$ cat config.mk
export PLATFORM = sky130hd
export DESIGN_NAME = pgpw_csr
export DESIGN_NICKNAME = d
export VERILOG_FILES = /design/src/hw/rtl/pgpw_pkg.sv /design/src/hw/rtl/pgpw_csr.sv
export SDC_FILE = /design/constraint.sdc
export NUM_CORES = 1
export LEC_CHECK = 0
export BUFFER_PORTS_ARGS = -buffer_cell sky130_fd_sc_hd__buf_2
export CORE_MARGIN = 1
export CORE_UTILIZATION = 40
export CTS_CLUSTER_DIAMETER = 40
export DETAILED_ROUTE_END_ITERATION = 10
export GPL_TIMING_DRIVEN = 0
export PLACE_DENSITY = 0.85
export SLEW_MARGIN = 20
export SYNTH_ARGS = -nofsm -noshare
export SYNTH_HDL_FRONTEND = slang
export SYNTH_SLANG_ARGS = --single-unit
export TNS_END_PERCENT = 20
$ cat constraint.sdc
create_clock -name clock -period 1.25 [get_ports clock]
set_input_delay 0.0625 -clock clock [delete_from_list [all_inputs] [get_ports clock]]
set_output_delay 0.0625 -clock clock [all_outputs]
set_load 0.005 [all_outputs]
$ cat src/hw/rtl/pgpw_pkg.sv
package pgpw_pkg;

   localparam int MAX_WIDTH_DEF     = 128;
   localparam int MAX_HEIGHT_DEF    = 64;
   localparam int GLYPH_COLUMNS_DEF = 5;
   localparam int GLYPH_ROWS_DEF    = 7;
   localparam int GLYPH_COUNT_DEF   = 128;

   localparam logic [7:0] CODE_MAX = 8'd127;

   localparam logic [1:0] REQ_FONT  = 2'd0;
   localparam logic [1:0] REQ_GAMMA = 2'd1;
   localparam logic [1:0] REQ_GLYPH = 2'd2;
   localparam logic [1:0] REQ_PIXEL = 2'd3;

   localparam int CSR_AW = 4;
   localparam logic [1:0] REG_WIDTH  = 2'd0;
   localparam logic [1:0] REG_HEIGHT = 2'd1;
   localparam logic [1:0] REG_FLIP_H = 2'd2;
   localparam logic [1:0] REG_FLIP_V = 2'd3;

   localparam logic [7:0] WIDTH_RST  = 8'd128;
   localparam logic [6:0] HEIGHT_RST = 7'd64;

   localparam int REQ_DW = 64;
   localparam int RSP_DW = 40;

   typedef struct packed {
      logic [7:0] width;
      logic [6:0] height;
      logic       flip_h;
      logic       flip_v;
   } cfg_type;

   typedef struct packed {
      logic capture;
      logic col_start;
      logic col_skip;
      logic row_next;
      logic emit_pix;
      logic emit_glyph;
      logic emit_cursor;
   } cmd_type;

   typedef struct packed {
      logic req_code_ok;
      logic col_blank;
      logic col_last;
      logic row_last;
      logic row_hit;
      logic out_free;
   } sts_type;

endpackage

$ cat src/hw/rtl/pgpw_csr.sv
module pgpw_csr (
   input  logic                          clock,
   input  logic                          reset,
   input  logic                          csr_psel,
   input  logic                          csr_penable,
   input  logic                          csr_pwrite,
   input  logic [pgpw_pkg::CSR_AW-1:0]   csr_paddr,
   input  logic [31:0]                   csr_pwdata,
   output logic [31:0]                   csr_prdata,
   output logic                          csr_pready,
   output pgpw_pkg::cfg_type             cfg
);

   pgpw_pkg::cfg_type cfg_ff;
   pgpw_pkg::cfg_type cfg_in;
   logic              wr;

   assign wr         = csr_psel && csr_penable && csr_pwrite;
   assign csr_pready = 1'b1;
   assign cfg        = cfg_ff;

   always_comb begin
      cfg_in = cfg_ff;
      if (wr) begin
         case (csr_paddr[3:2])
            pgpw_pkg::REG_WIDTH:  cfg_in.width  = csr_pwdata[7:0];
            pgpw_pkg::REG_HEIGHT: cfg_in.height = csr_pwdata[6:0];
            pgpw_pkg::REG_FLIP_H: cfg_in.flip_h = csr_pwdata[0];
            pgpw_pkg::REG_FLIP_V: cfg_in.flip_v = csr_pwdata[0];
            default: cfg_in = cfg_ff;
         endcase
      end
   end

   always_comb begin
      case (csr_paddr[3:2])
         pgpw_pkg::REG_WIDTH:  csr_prdata = {24'd0, cfg_ff.width};
         pgpw_pkg::REG_HEIGHT: csr_prdata = {25'd0, cfg_ff.height};
         pgpw_pkg::REG_FLIP_H: csr_prdata = {31'd0, cfg_ff.flip_h};
         pgpw_pkg::REG_FLIP_V: csr_prdata = {31'd0, cfg_ff.flip_v};
         default:              csr_prdata = 32'd0;
      endcase
   end

   always_ff @(posedge clock) begin
      if (reset) begin
         cfg_ff.width  <= pgpw_pkg::WIDTH_RST;
         cfg_ff.height <= pgpw_pkg::HEIGHT_RST;
         cfg_ff.flip_h <= 1'b0;
         cfg_ff.flip_v <= 1'b0;
      end else begin
         cfg_ff <= cfg_in;
      end
   end

endmodule

### Word-level counts from Yosys, hierarchy flattened

Index checks and enable logic that the tools add are counted.

* register bits: 17
* input port bits: 41
* output and inout port bits: 50
* logic and storage cells: 15

* equal/unequal tests: 3
* mux-type cells: 1
* reduce and logical (&&, ||, !) cells: 7

Operator list (count)
* case mux 32 bit (4 select lines): 1
* AND reduction 2 bit: 4
* == test 2 bit, second input constant: 2
* == test 2 x 1 -> 1 bit, second input constant: 1
* logical AND 1 bit: 2
* zero test 2 bit: 1

### Depth between registers and ports, before layout

* depth in word-level cells: 3
* gate-level depth with buffers: 3
* gate-level depth less buffers: 3

### Worst setup path after synthesis

Ideal clock, no wire load.

* kind: register -> output
* from: reg cfg_ff, in the netlist cfg[0]
* to: out csr_prdata[0]
* data arrival time: 0.776 ns
* required time: 1.188 ns
* setup slack: 0.412 ns
* stages on the path, launching flop included: 2
* path buffers: 0
* cell sequence: dfxtp_1 -> mux4_2

* longest elaborated chain between the ends: 1

RTL lines
* start, declared: RTL line pgpw_csr.sv:14 `pgpw_pkg::cfg_type cfg_ff;`
* start signal, assigned: RTL line pgpw_csr.sv:52 `cfg_ff <= cfg_in;`
* case mux 32 bit (4 select lines): RTL line pgpw_csr.sv:36 `case (csr_paddr[3:2])`
* end, declared: RTL line pgpw_csr.sv:9 `output logic [31:0] csr_prdata,`

Every way passes these cells. The select of a mux whose other input is x is not followed.

### Worst setup path after layout

Ends and elaborated chain as after synthesis.

==> impl_metrics.tcl <==
set metrics [dict create \
    drtIter0Drc 10 \
    largest_register_ffs 17 \
    io_buffers 39 \
    cts_tree "yes" \
    critical_path.slowest_cell "mux4_2" \
    skew_ns 0 \
    report.final.setup_viol 1 \
    hold_class "primary input to flop" \
    cts.reportedPaths.clkPinSlew_ns 0.10 \
    fp.dieH_um 54.02 \
    synthMuxAreaShare_pct 23.35 \
    asyncSetResetFlopFracSynth_pct 0 \
    hold_viol 0 \
    placementRows 18 \
    number_of_buffers_created_by_cts 3 \
    first_pass_grt_wire_length_um 3036 \
    cpPeakStageDelay_ns 0.45 \
    synth_simple_gate_area_share_pct 25.09 \
    synth_compound_gate_area_share_pct 0 \
    clockBufferDepth 2 \
    total_of_max_cap_violations 0 \
    timing.final.crit_share_pct 101.8 \
    post_synth_instance_area_um2 1082 \
    crit_path_category "flop to output pin" \
    dr_total_vias 876 \
    clk-insertion-delay-late_ns 0.28 \
    final.fill_count 242 \
    ctsRootBufferMaster "clkbuf_4" \
    maxSlewViolCount 0 \
    nets 224 \
    synth_edf_count 0 \
    die_wd_um 54.02 \
    postCtsHoldBufs 0 \
    floorplan.initialDensity_pct 42.91 \
    worstPathRequired_ns 1.19 \
    worst_ir_drop_vdd_uv 554.2 \
    clock.fmax_mhz 785.7 \
    grt_antenna_before_repair 0 \
    via_per_inst 4.132 \
    first_pass_iters 4 \
    placement.setup.worst_slack_ns 0.2839 \
    power_per_cell_area_nw_per_um2 721.0 \
    pleak_nw 0.8123 \
    synth_top_family_by_area "simple AND/OR/NAND/NOR gates" \
    synthDominantCellAreaShare_pct 31.45 \
    final_period_minus_worst_setup_slack_ns 1.273 \
    post-synth-top-area-cell "dfxtp_1" \
    total_number_of_clock_tree_sinks 17 \
    ff2ff_path_depth 4 \
    grtUsageTotal_pct 14.83 \
    worstPathMaxFanout 2 \
    num_io_pins 91 \
    synth_fa_ha_area_share_pct 0 \
    synthTopCellsByArea "dfxtp_1 (31%), mux2i_1 (21%), buf_4 (19%), nand2b_1 (13%), nor2_1 (3.5%)" \
    n_antenna_cell 0 \
    cp_data_arrival_time_ns 1.21 \
    fin_util_pct 57.64 \
    ys.warnings.count 0 \
    gp_routability_congestion 0.7063 \
    drive_gt1_share_pct 44.51 \
    first_global_vias 662 \
    final_total_pwr_mw 1.048 \
    synthTopCellsByCount "buf_4 (27), mux2i_1 (23), nand2b_1 (22)" \
    floorplan.die_area_um2 2918 \
    drtAntennaViolNets 0 \
    detailed_place_hpwl_um 1578 \
    cts-htree-levels 1 \
    failed_checks "setup timing" \
    grt_remaining_overflow 0 \
    wl_per_cell_um 9.821 \
    grt_start_max_net_pins 11 \
    final_ws_setup_ns -0.02277 \
    area_growth_pct 34.33 \
    synthesized_area_fraction_occupied_by_xor_and_xnor_cells_pct 0 \
    cp-end-kind "output pin" \
    post_synth.cell_area_avg_um2 9.578 \
    drcViolationCount 0 \
    post_synth_inst_count 113 \
    routed_wl_um 2082 \
    unrepaired_setup_endpoints_after_global_routing "yes" \
    yosysSeqAreaShare_pct 31.45 \
    cp_cell_instances "mux4_2, buf_2" \
    dominantRegCellSynth "dfxtp_1" \
    core_um2 2522 \
    ys_seq_elements 17 \
    worstHoldPathCells 3 \
    outcome "finished with violations" \
    startpoint_type "flop" \
    synth.most_common_cell "buf_4" \
    synth_cell_types 17 \
]
[layout by cell type (no fill, tap or decap)]
master	instances
buf_2	39
buf_4	30
conb_1	25
mux2i_1	23
nand2b_1	22
dfxtp_1	14
nor2_1	10
clkbuf_1	3
dfxtp_2	3
clkbuf_4	3
nor3b_1	1
mux4_2	1
nand3_2	1
nor3b_2	1
nor3_4	1
and3_1	1
nand3b_1	1
nand3_1	1
or3_4	1
nand3b_4	1
[logic make-up after synthesis]
| kind of cell | Yosys count |
|---|---|
| DFF | 17 |
| and+or+nand+nor | 41 |
| muxes | 24 |
| other | 2 |
| buffers and inverters | 29 |
[report_power, final]
| group | internal (mW) | total, mW | leakage, nW | switching, mW |
|---|---|---|---|---|
| sequential | 0.549 | 0.553 | 0.139 | 0.00499 |
| clock | 0.124 | 0.291 | 0.0150 | 0.168 |
| combinational | 0.114 | 0.203 | 0.658 | 0.0894 |
[routing by layer]
metal  up-vias  track usage (%)  routed length [um]
li1        459                -                   -
met1       370            19.12                 907
met2        45            23.25                 941
met3         2            2.825                 220
met4         0            7.692                  12
met5         -                0                   0
[worst paths after layout]
path / slack, ns / endpoint / from
worst max-delay path: -0.02 / csr_prdata[0] / cfg[0]
worst min register to register: 0.48 / cfg[2] / cfg[2]
worst max register to register: 0.44 / cfg[0] / cfg[0]
worst min-delay path: 0.02 / cfg[16] / csr_pwdata[7]
[critical path, delay by kind of cell (launching register included)]
| kind | cells | cell delay (ns) |
|---|---|---|
| buffers and inverters | 1 | 0.14 |
| flip-flops | 1 | 0.33 |
| multiplexers | 1 | 0.45 |
[final cells by class]
| type | instances | area [um^2] | share of cell area, % |
|---|---|---|---|
| buffer | 29 | 210.2 | 14.46 |
| clock buffer | 4 | 26.28 | 1.807 |
| multi-input combinational | 90 | 618.1 | 42.51 |
| sequential | 17 | 344.1 | 23.67 |
| tap | 30 | 37.54 | 2.582 |
| timing repair buffer | 42 | 217.7 | 14.97 |
[per-stage QoR]
step | cell area (um^2) | hold WS (ns) | TNS [ns] | instances
CTS | 1438 | 0.01388 | -0.03590 | 210
detailed placement | 1401 | 0.3365 | 0 | 205
floorplan | 1169 | 0.2178 | 0 | 136
global placement | 1401 | 0.3200 | 0 | 205
global route | 1454 | 0.03103 | -0.05578 | 212
finish | 1454 | 0.02345 | -0.02277 | 212
[repair_timing]
item / 4_1_cts / 5_1_grt
pin swaps: 0 / 0
buffers inserted: 1 / 2
gates cloned: 0 / 0
endpoints found under the hold margin: 0 / 0
gates resized for setup: 2 / 1
endpoints found under the setup margin: 1 / 1
Power figures use the tool's default switching activity.
