==> src/hw/rtl/pgpw_pkg.sv <==
package pgpw_pkg;

   localparam int MAX_WIDTH_DEF     = 128;
   localparam int MAX_HEIGHT_DEF    = 64;
   localparam int GLYPH_COLUMNS_DEF = 5;
   localparam int GLYPH_ROWS_DEF    = 7;
   localparam int GLYPH_COUNT_DEF   = 128;

   localparam logic [7:0] CODE_MAX = 8'd127;

   localparam logic [1:0] REQ_FONT  = 2'd0;
   localparam logic [1:0] REQ_GAMMA = 2'd1;
   localparam logic [1:0] REQ_GLYPH = 2'd2;
   localparam logic [1:0] REQ_PIXEL = 2'd3;

   localparam int CSR_AW = 4;
   localparam logic [1:0] REG_WIDTH  = 2'd0;
   localparam logic [1:0] REG_HEIGHT = 2'd1;
   localparam logic [1:0] REG_FLIP_H = 2'd2;
   localparam logic [1:0] REG_FLIP_V = 2'd3;

   localparam logic [7:0] WIDTH_RST  = 8'd128;
   localparam logic [6:0] HEIGHT_RST = 7'd64;

   localparam int REQ_DW = 64;
   localparam int RSP_DW = 40;

   typedef struct packed {
      logic [7:0] width;
      logic [6:0] height;
      logic       flip_h;
      logic       flip_v;
   } cfg_type;

   typedef struct packed {
      logic capture;
      logic col_start;
      logic col_skip;
      logic row_next;
      logic emit_pix;
      logic emit_glyph;
      logic emit_cursor;
   } cmd_type;

   typedef struct packed {
      logic req_code_ok;
      logic col_blank;
      logic col_last;
      logic row_last;
      logic row_hit;
      logic out_free;
   } sts_type;

endpackage

==> src/hw/rtl/pgpw_ctrl.sv <==
module pgpw_ctrl (
   input  logic              clock,
   input  logic              reset,
   input  logic              req_tvalid,
   input  logic [1:0]        req_tuser,
   output logic              req_tready,
   input  pgpw_pkg::sts_type sts,
   output pgpw_pkg::cmd_type cmd
);

   localparam logic [2:0] S_IDLE   = 3'd0;
   localparam logic [2:0] S_COL    = 3'd1;
   localparam logic [2:0] S_ROW    = 3'd2;
   localparam logic [2:0] S_PIX    = 3'd3;
   localparam logic [2:0] S_CURSOR = 3'd4;

   logic [2:0] state_ff;
   logic [2:0] state_in;

   assign req_tready = (state_ff == S_IDLE);

   always_comb begin
      cmd      = '0;
      state_in = state_ff;
      case (state_ff)
         S_IDLE: begin
            if (req_tvalid) begin
               cmd.capture = 1'b1;
               case (req_tuser)
                  pgpw_pkg::REQ_GLYPH: state_in = sts.req_code_ok ? S_COL : S_CURSOR;
                  pgpw_pkg::REQ_PIXEL: state_in = S_PIX;
                  default:             state_in = S_IDLE;
               endcase
            end
         end
         S_COL: begin
            if (sts.col_blank) begin
               cmd.col_skip = 1'b1;
               if (sts.col_last) begin
                  state_in = S_CURSOR;
               end
            end else begin
               cmd.col_start = 1'b1;
               state_in      = S_ROW;
            end
         end
         S_ROW: begin
            if (!sts.row_hit || sts.out_free) begin
               cmd.row_next   = 1'b1;
               cmd.emit_glyph = sts.row_hit;
               if (sts.row_last) begin
                  state_in = sts.col_last ? S_CURSOR : S_COL;
               end
            end
         end
         S_PIX: begin
            if (sts.out_free) begin
               cmd.emit_pix = 1'b1;
               state_in     = S_IDLE;
            end
         end
         S_CURSOR: begin
            if (sts.out_free) begin
               cmd.emit_cursor = 1'b1;
               state_in        = S_IDLE;
            end
         end
         default: state_in = S_IDLE;
      endcase
   end

   always_ff @(posedge clock) begin
      if (reset) begin
         state_ff <= S_IDLE;
      end else begin
         state_ff <= state_in;
      end
   end

   a_one_emit: assert property (@(posedge clock) disable iff (reset)
      $onehot0({cmd.emit_pix, cmd.emit_glyph, cmd.emit_cursor}))
      else $error("more than one result emitted in a cycle");

   a_emit_free: assert property (@(posedge clock) disable iff (reset)
      (cmd.emit_pix || cmd.emit_glyph || cmd.emit_cursor) |-> sts.out_free)
      else $error("result emitted into a full output register");

   a_bad_code: assert property (@(posedge clock) disable iff (reset)
      (cmd.capture && req_tuser == pgpw_pkg::REQ_GLYPH && !sts.req_code_ok)
      |=> state_ff == S_CURSOR)
      else $error("undrawable glyph did not go straight to cursor result");

   a_cursor_end: assert property (@(posedge clock) disable iff (reset)
      cmd.emit_cursor |=> state_ff == S_IDLE)
      else $error("cursor result did not end the request");

endmodule

==> config.mk <==
export PLATFORM = sky130hd
export DESIGN_NAME = pgpw_ctrl
export DESIGN_NICKNAME = d
export VERILOG_FILES = /design/src/hw/rtl/pgpw_pkg.sv /design/src/hw/rtl/pgpw_ctrl.sv
export SDC_FILE = /design/constraint.sdc
export NUM_CORES = 1
export LEC_CHECK = 0
export BUFFER_PORTS_ARGS = -buffer_cell sky130_fd_sc_hd__buf_4
export CORE_MARGIN = 3
export CORE_UTILIZATION = 25
export DETAILED_ROUTE_END_ITERATION = 10
export GPL_TIMING_DRIVEN = 1
export RECOVER_POWER = 25
export SLEW_MARGIN = 30
export SYNTH_ARGS = -nofsm -noshare
export SYNTH_HDL_FRONTEND = slang
export SYNTH_SLANG_ARGS = --single-unit
==> constraint.sdc <==
create_clock -name clock -period 3.59 [get_ports clock]
set_clock_uncertainty 0.05 [all_clocks]
set_input_delay 0.8975 -clock clock [delete_from_list [all_inputs] [get_ports clock]]
set_output_delay 0.8975 -clock clock [all_outputs]
set_load 0.005 [all_outputs]
# After elaboration in Yosys (flattened, before gate mapping)
# Index checks and enable logic that the tools add are counted.
# word_totals
memories,0
register_bits,3
out_inout_bits,8
latchBits,0
rom_bits,0
wordCells,39
mem_bits_rw,0
inputBits,11
# op_classes
n_mux,22
n_shift,0
reduce_logical,5
multipliers,0
n_eq_ne,11
div,0
order_cmp,0
n_addsub,0
bitwise_logic,0
# ops
op,n
$mux W3,8
$pmux W3 S4,1
$mux W1,11
$eq A3 B2 Y1 const B,2
$ne A2 B2 Y1 const B,3
$pmux W3 S2,1
$reduce_and A5 Y1,1
$eq A2 B2 Y1 const B,2
$eq A3 B1 Y1 const B,1
$eq A3 B3 Y1 const B,1
$logic_not A3 Y1,1
$ne A3 B3 Y1 const B,1
$mux W2,1
$ne A2 B1 Y1 const B,1
$reduce_or A2 Y1,1
$logic_not A1 Y1,1
$logic_or A1 B1 Y1,1

# Longest topological paths before layout
# depth
ltp_word,4
mapped_depth,5
mapped_depth_nobuf,4

# Least setup slack after synthesis
# OpenSTA, ideal clock, no wires.
# synth_timing
kind,input port to output port
from,input sts[0] in the netlist's numbering
to,output cmd[3] in the netlist's numbering
required_time_ns,2.643
arrival_ns,1.177
setup_slack_ns,1.466
path_stages,2
n_path_buf,0
cell_sequence,and2b_1 nor2_1
# synth_rtl
element,line,rtl
"start, declared",pgpw_ctrl.sv:7,"input pgpw_pkg::sts_type sts,"
"end, declared",pgpw_ctrl.sv:8,output pgpw_pkg::cmd_type cmd

==> metrics.md <==
| Metric | Value |
|---|---|
| Synth cell types | `29` |
| Asr flop ratio synth | `0%` |
| Via density | `between 5 and 6` |
| Starting DRC count in detailed routing | `10` |
| Simple-gate share of the synthesized area | `53.24%` |
| Combinational family with the most area after synthesis | `simple AND/OR/NAND/NOR gates` |
| Final Util | `42.60%` |
| Die H | `43.30 um` |
| # rows | `12` |
| Unrepaired setup endpoints after global routing | `no` |
| Biggest regs | `state_ff x3` |
| Power, Total | `320.9 uW` |
| Gpl congestion | `0.7400` |
| Cell count after synthesis | `39` |
| Worst-Margin Slew | `0.4122 ns` |
| Largest net degree at the start of global routing | `13` |
| Inst Count DP | `70` |
| P_leak | `roughly 0.23 nW` |
| Pre-antenna DRT Iters | `3` |
| Initial antenna violation count | `0` |
| Global Route Usage Sum | `roughly a tenth` |
| Worst setup path class | `reg2out` |
| Area Growth Syn to Fin | `47.12%` |
| Final setup viols | `0` |
| DRC Markers | `0` |
| Number of H-tree branching levels | `1` |
| Max-Cap Viols | `0` |
| Complex-gate fraction of the synthesized area | `between 20% and 30%` |
| Clock Pin Slew Worst Setup and Hold Paths | `approximately 0.040 ns` |
| Final Non-Filler Cells | `74` |
| Total CTS buffers | `3` |
| Ratio of cells with drive above 1 in the final layout | `53.33%` |
| Peak Freq | `418.5 MHz` |
| CTS sink cnt | `3` |
| CP Capture Type | `output port` |
| Wire per inst | `10.89 um` |
| Register area share after synthesis | `17.27%` |
| Synth Cell Area | `347.8 um2` |
| First-pass GRT wire length | `1545 um` |
| Die area | `1875 um2` |
| DP Worst Slack | `1.231 ns` |
| Crit path required time | `2.64 ns` |
| Die width | `43.30 um` |
| Final Hold Violating Endpoints | `0` |
| R2R Setup Slk | `2.03 ns` |
| Number of flip-flops under the largest register name | `3` |
| FF+latch count, synth | `3` |
| Boundary Pins | `19` |
| Port buffer count | `18` |
| Syn_area_per_cell | `8.919 um2` |
| Post-route ant nets | `0` |
| Syn. warnings | `0` |
| # Post-CTS Setup Buffers | `0` |
| Slew HR | `72.49%` |
| Max Root-Sink Buffers | `2` |
| EDFF count, synth | `0` |
| GRT Residual Overflow | `0` |
| Clk root buf | `clkbuf_4` |
| Most used DFF post-synth | `dfxtp_1` |
| Critical Path Fanout Max | `12` |
| Total power per unit cell area | `about 630 nW/um2` |
| Tcrit/Tclk final | `66.57%` |
| Crit path DAT | `1.44 ns` |
| Hold Buf Count CTS | `0` |
| Starting density of the core | `between 20% and 30%` |
| Setup TNS | `0 ns` |
| Crit path launch type | `flip-flop` |
| Adder-cell share of the synthesized area | `0%` |
| Dpl cell area | `489.2 um2` |
| Largest reg by FF count | `state_ff` |
| Worst Hold Slack | `0.6738 ns` |
| Net count after synthesis | `50` |
| CORE AREA | `1201 um2` |
| Nets | `72` |
| Vias | `around 370` |
| Worst Hold Class | `reg2reg` |
| Vias in the first global route | `370` |
| Mux cell area share after synthesis | `0%` |
| DP Wirelength | `645 um` |
| Total wire length | `806 um` |
| Post-route setup slack | `1.200 ns` |
| Status | `completed` |
| Design area | `511.7 um2` |
| Xor/xnor cell area share of the yosys netlist | `0%` |
| Minimum clock period | `2.390 ns` |
| Resized Gates After CTS | `0` |
| Slew Viols, Final | `0` |
| Clock Latency Late Sink | `0.22 ns` |
| Peak VDD IR | `slightly below 0.3 mV` |
| Ant. Diodes | `0` |
| CTS tree | `built` |
[power breakdown]
part | internal [mW] | switching, mW | total, mW
combinational | 0.107 | 0.0780 | 0.185
sequential | 0.0459 | 0.0339 | 0.0798
clock | 0.0415 | 0.0149 | 0.0564
[cell usage in the layout, fill, tap and decap left out, types with 2 or more instances in the layout]
cell type and n:
buf_4 17, nor2_1 4, a31oi_1 3, clkbuf_4 3, dfxtp_1 3, nor3_1 2
and2b_1 2, a211oi_2 2, clkbuf_1 2
[area by class of cell]
type | count | area, um2
Sequential cell | 3 | 60.06
Inverter | 1 | 3.754
Multi-Input combinational cell | 34 | 272.8
Fill cell | 133 | 689.4
Clock buffer | 4 | 26.28
Timing Repair Buffer | 18 | 131.4
Tap cell | 14 | 17.52
[per-layer routing]
layer,vias up,track usage (%),share of wire (%)
met4,0,3.614,0
li1,192,-,-
met2,8,15.34,46
met1,171,14.25,47
met5,-,0,0
met3,0,2.966,6.3
[final timing paths]
kind / to / cells past startpoint / from
max: cmd[3] / 3 / state_ff[1]
min: state_ff[2] / 2 / state_ff[2]
max reg2reg: state_ff[1] / 4 / state_ff[1]
min reg2reg: state_ff[2] / 2 / state_ff[2]
[critical path: stages, from the launching register on]
cell	delay, ns
dfxtp_1	0.56
or3b_1	0.42
nor2_1	0.12
buf_4	0.11
[synthesized netlist by cell type, types with 2 or more instances]
library cell | count | share of area [%]
a211oi_2 | 2 | 7.2
a31oi_1 | 3 | 5.4
and2b_1 | 2 | 4.3
dfxtp_1 | 3 | 17
nor2_1 | 4 | 4.3
nor3_1 | 2 | 2.9
[cell families (layout without fill, tap and decap cells)]
| kind of cell | after synthesis | after routing |
|---|---|---|
| AND/OR/NAND/NOR | 23 | 23 |
| AO/OA/AOI/OAI | 11 | 11 |
| buffers and inverters | 2 | 23 |
| flip-flops | 3 | 3 |
No activity file was read; power rests on OpenSTA's default activity.
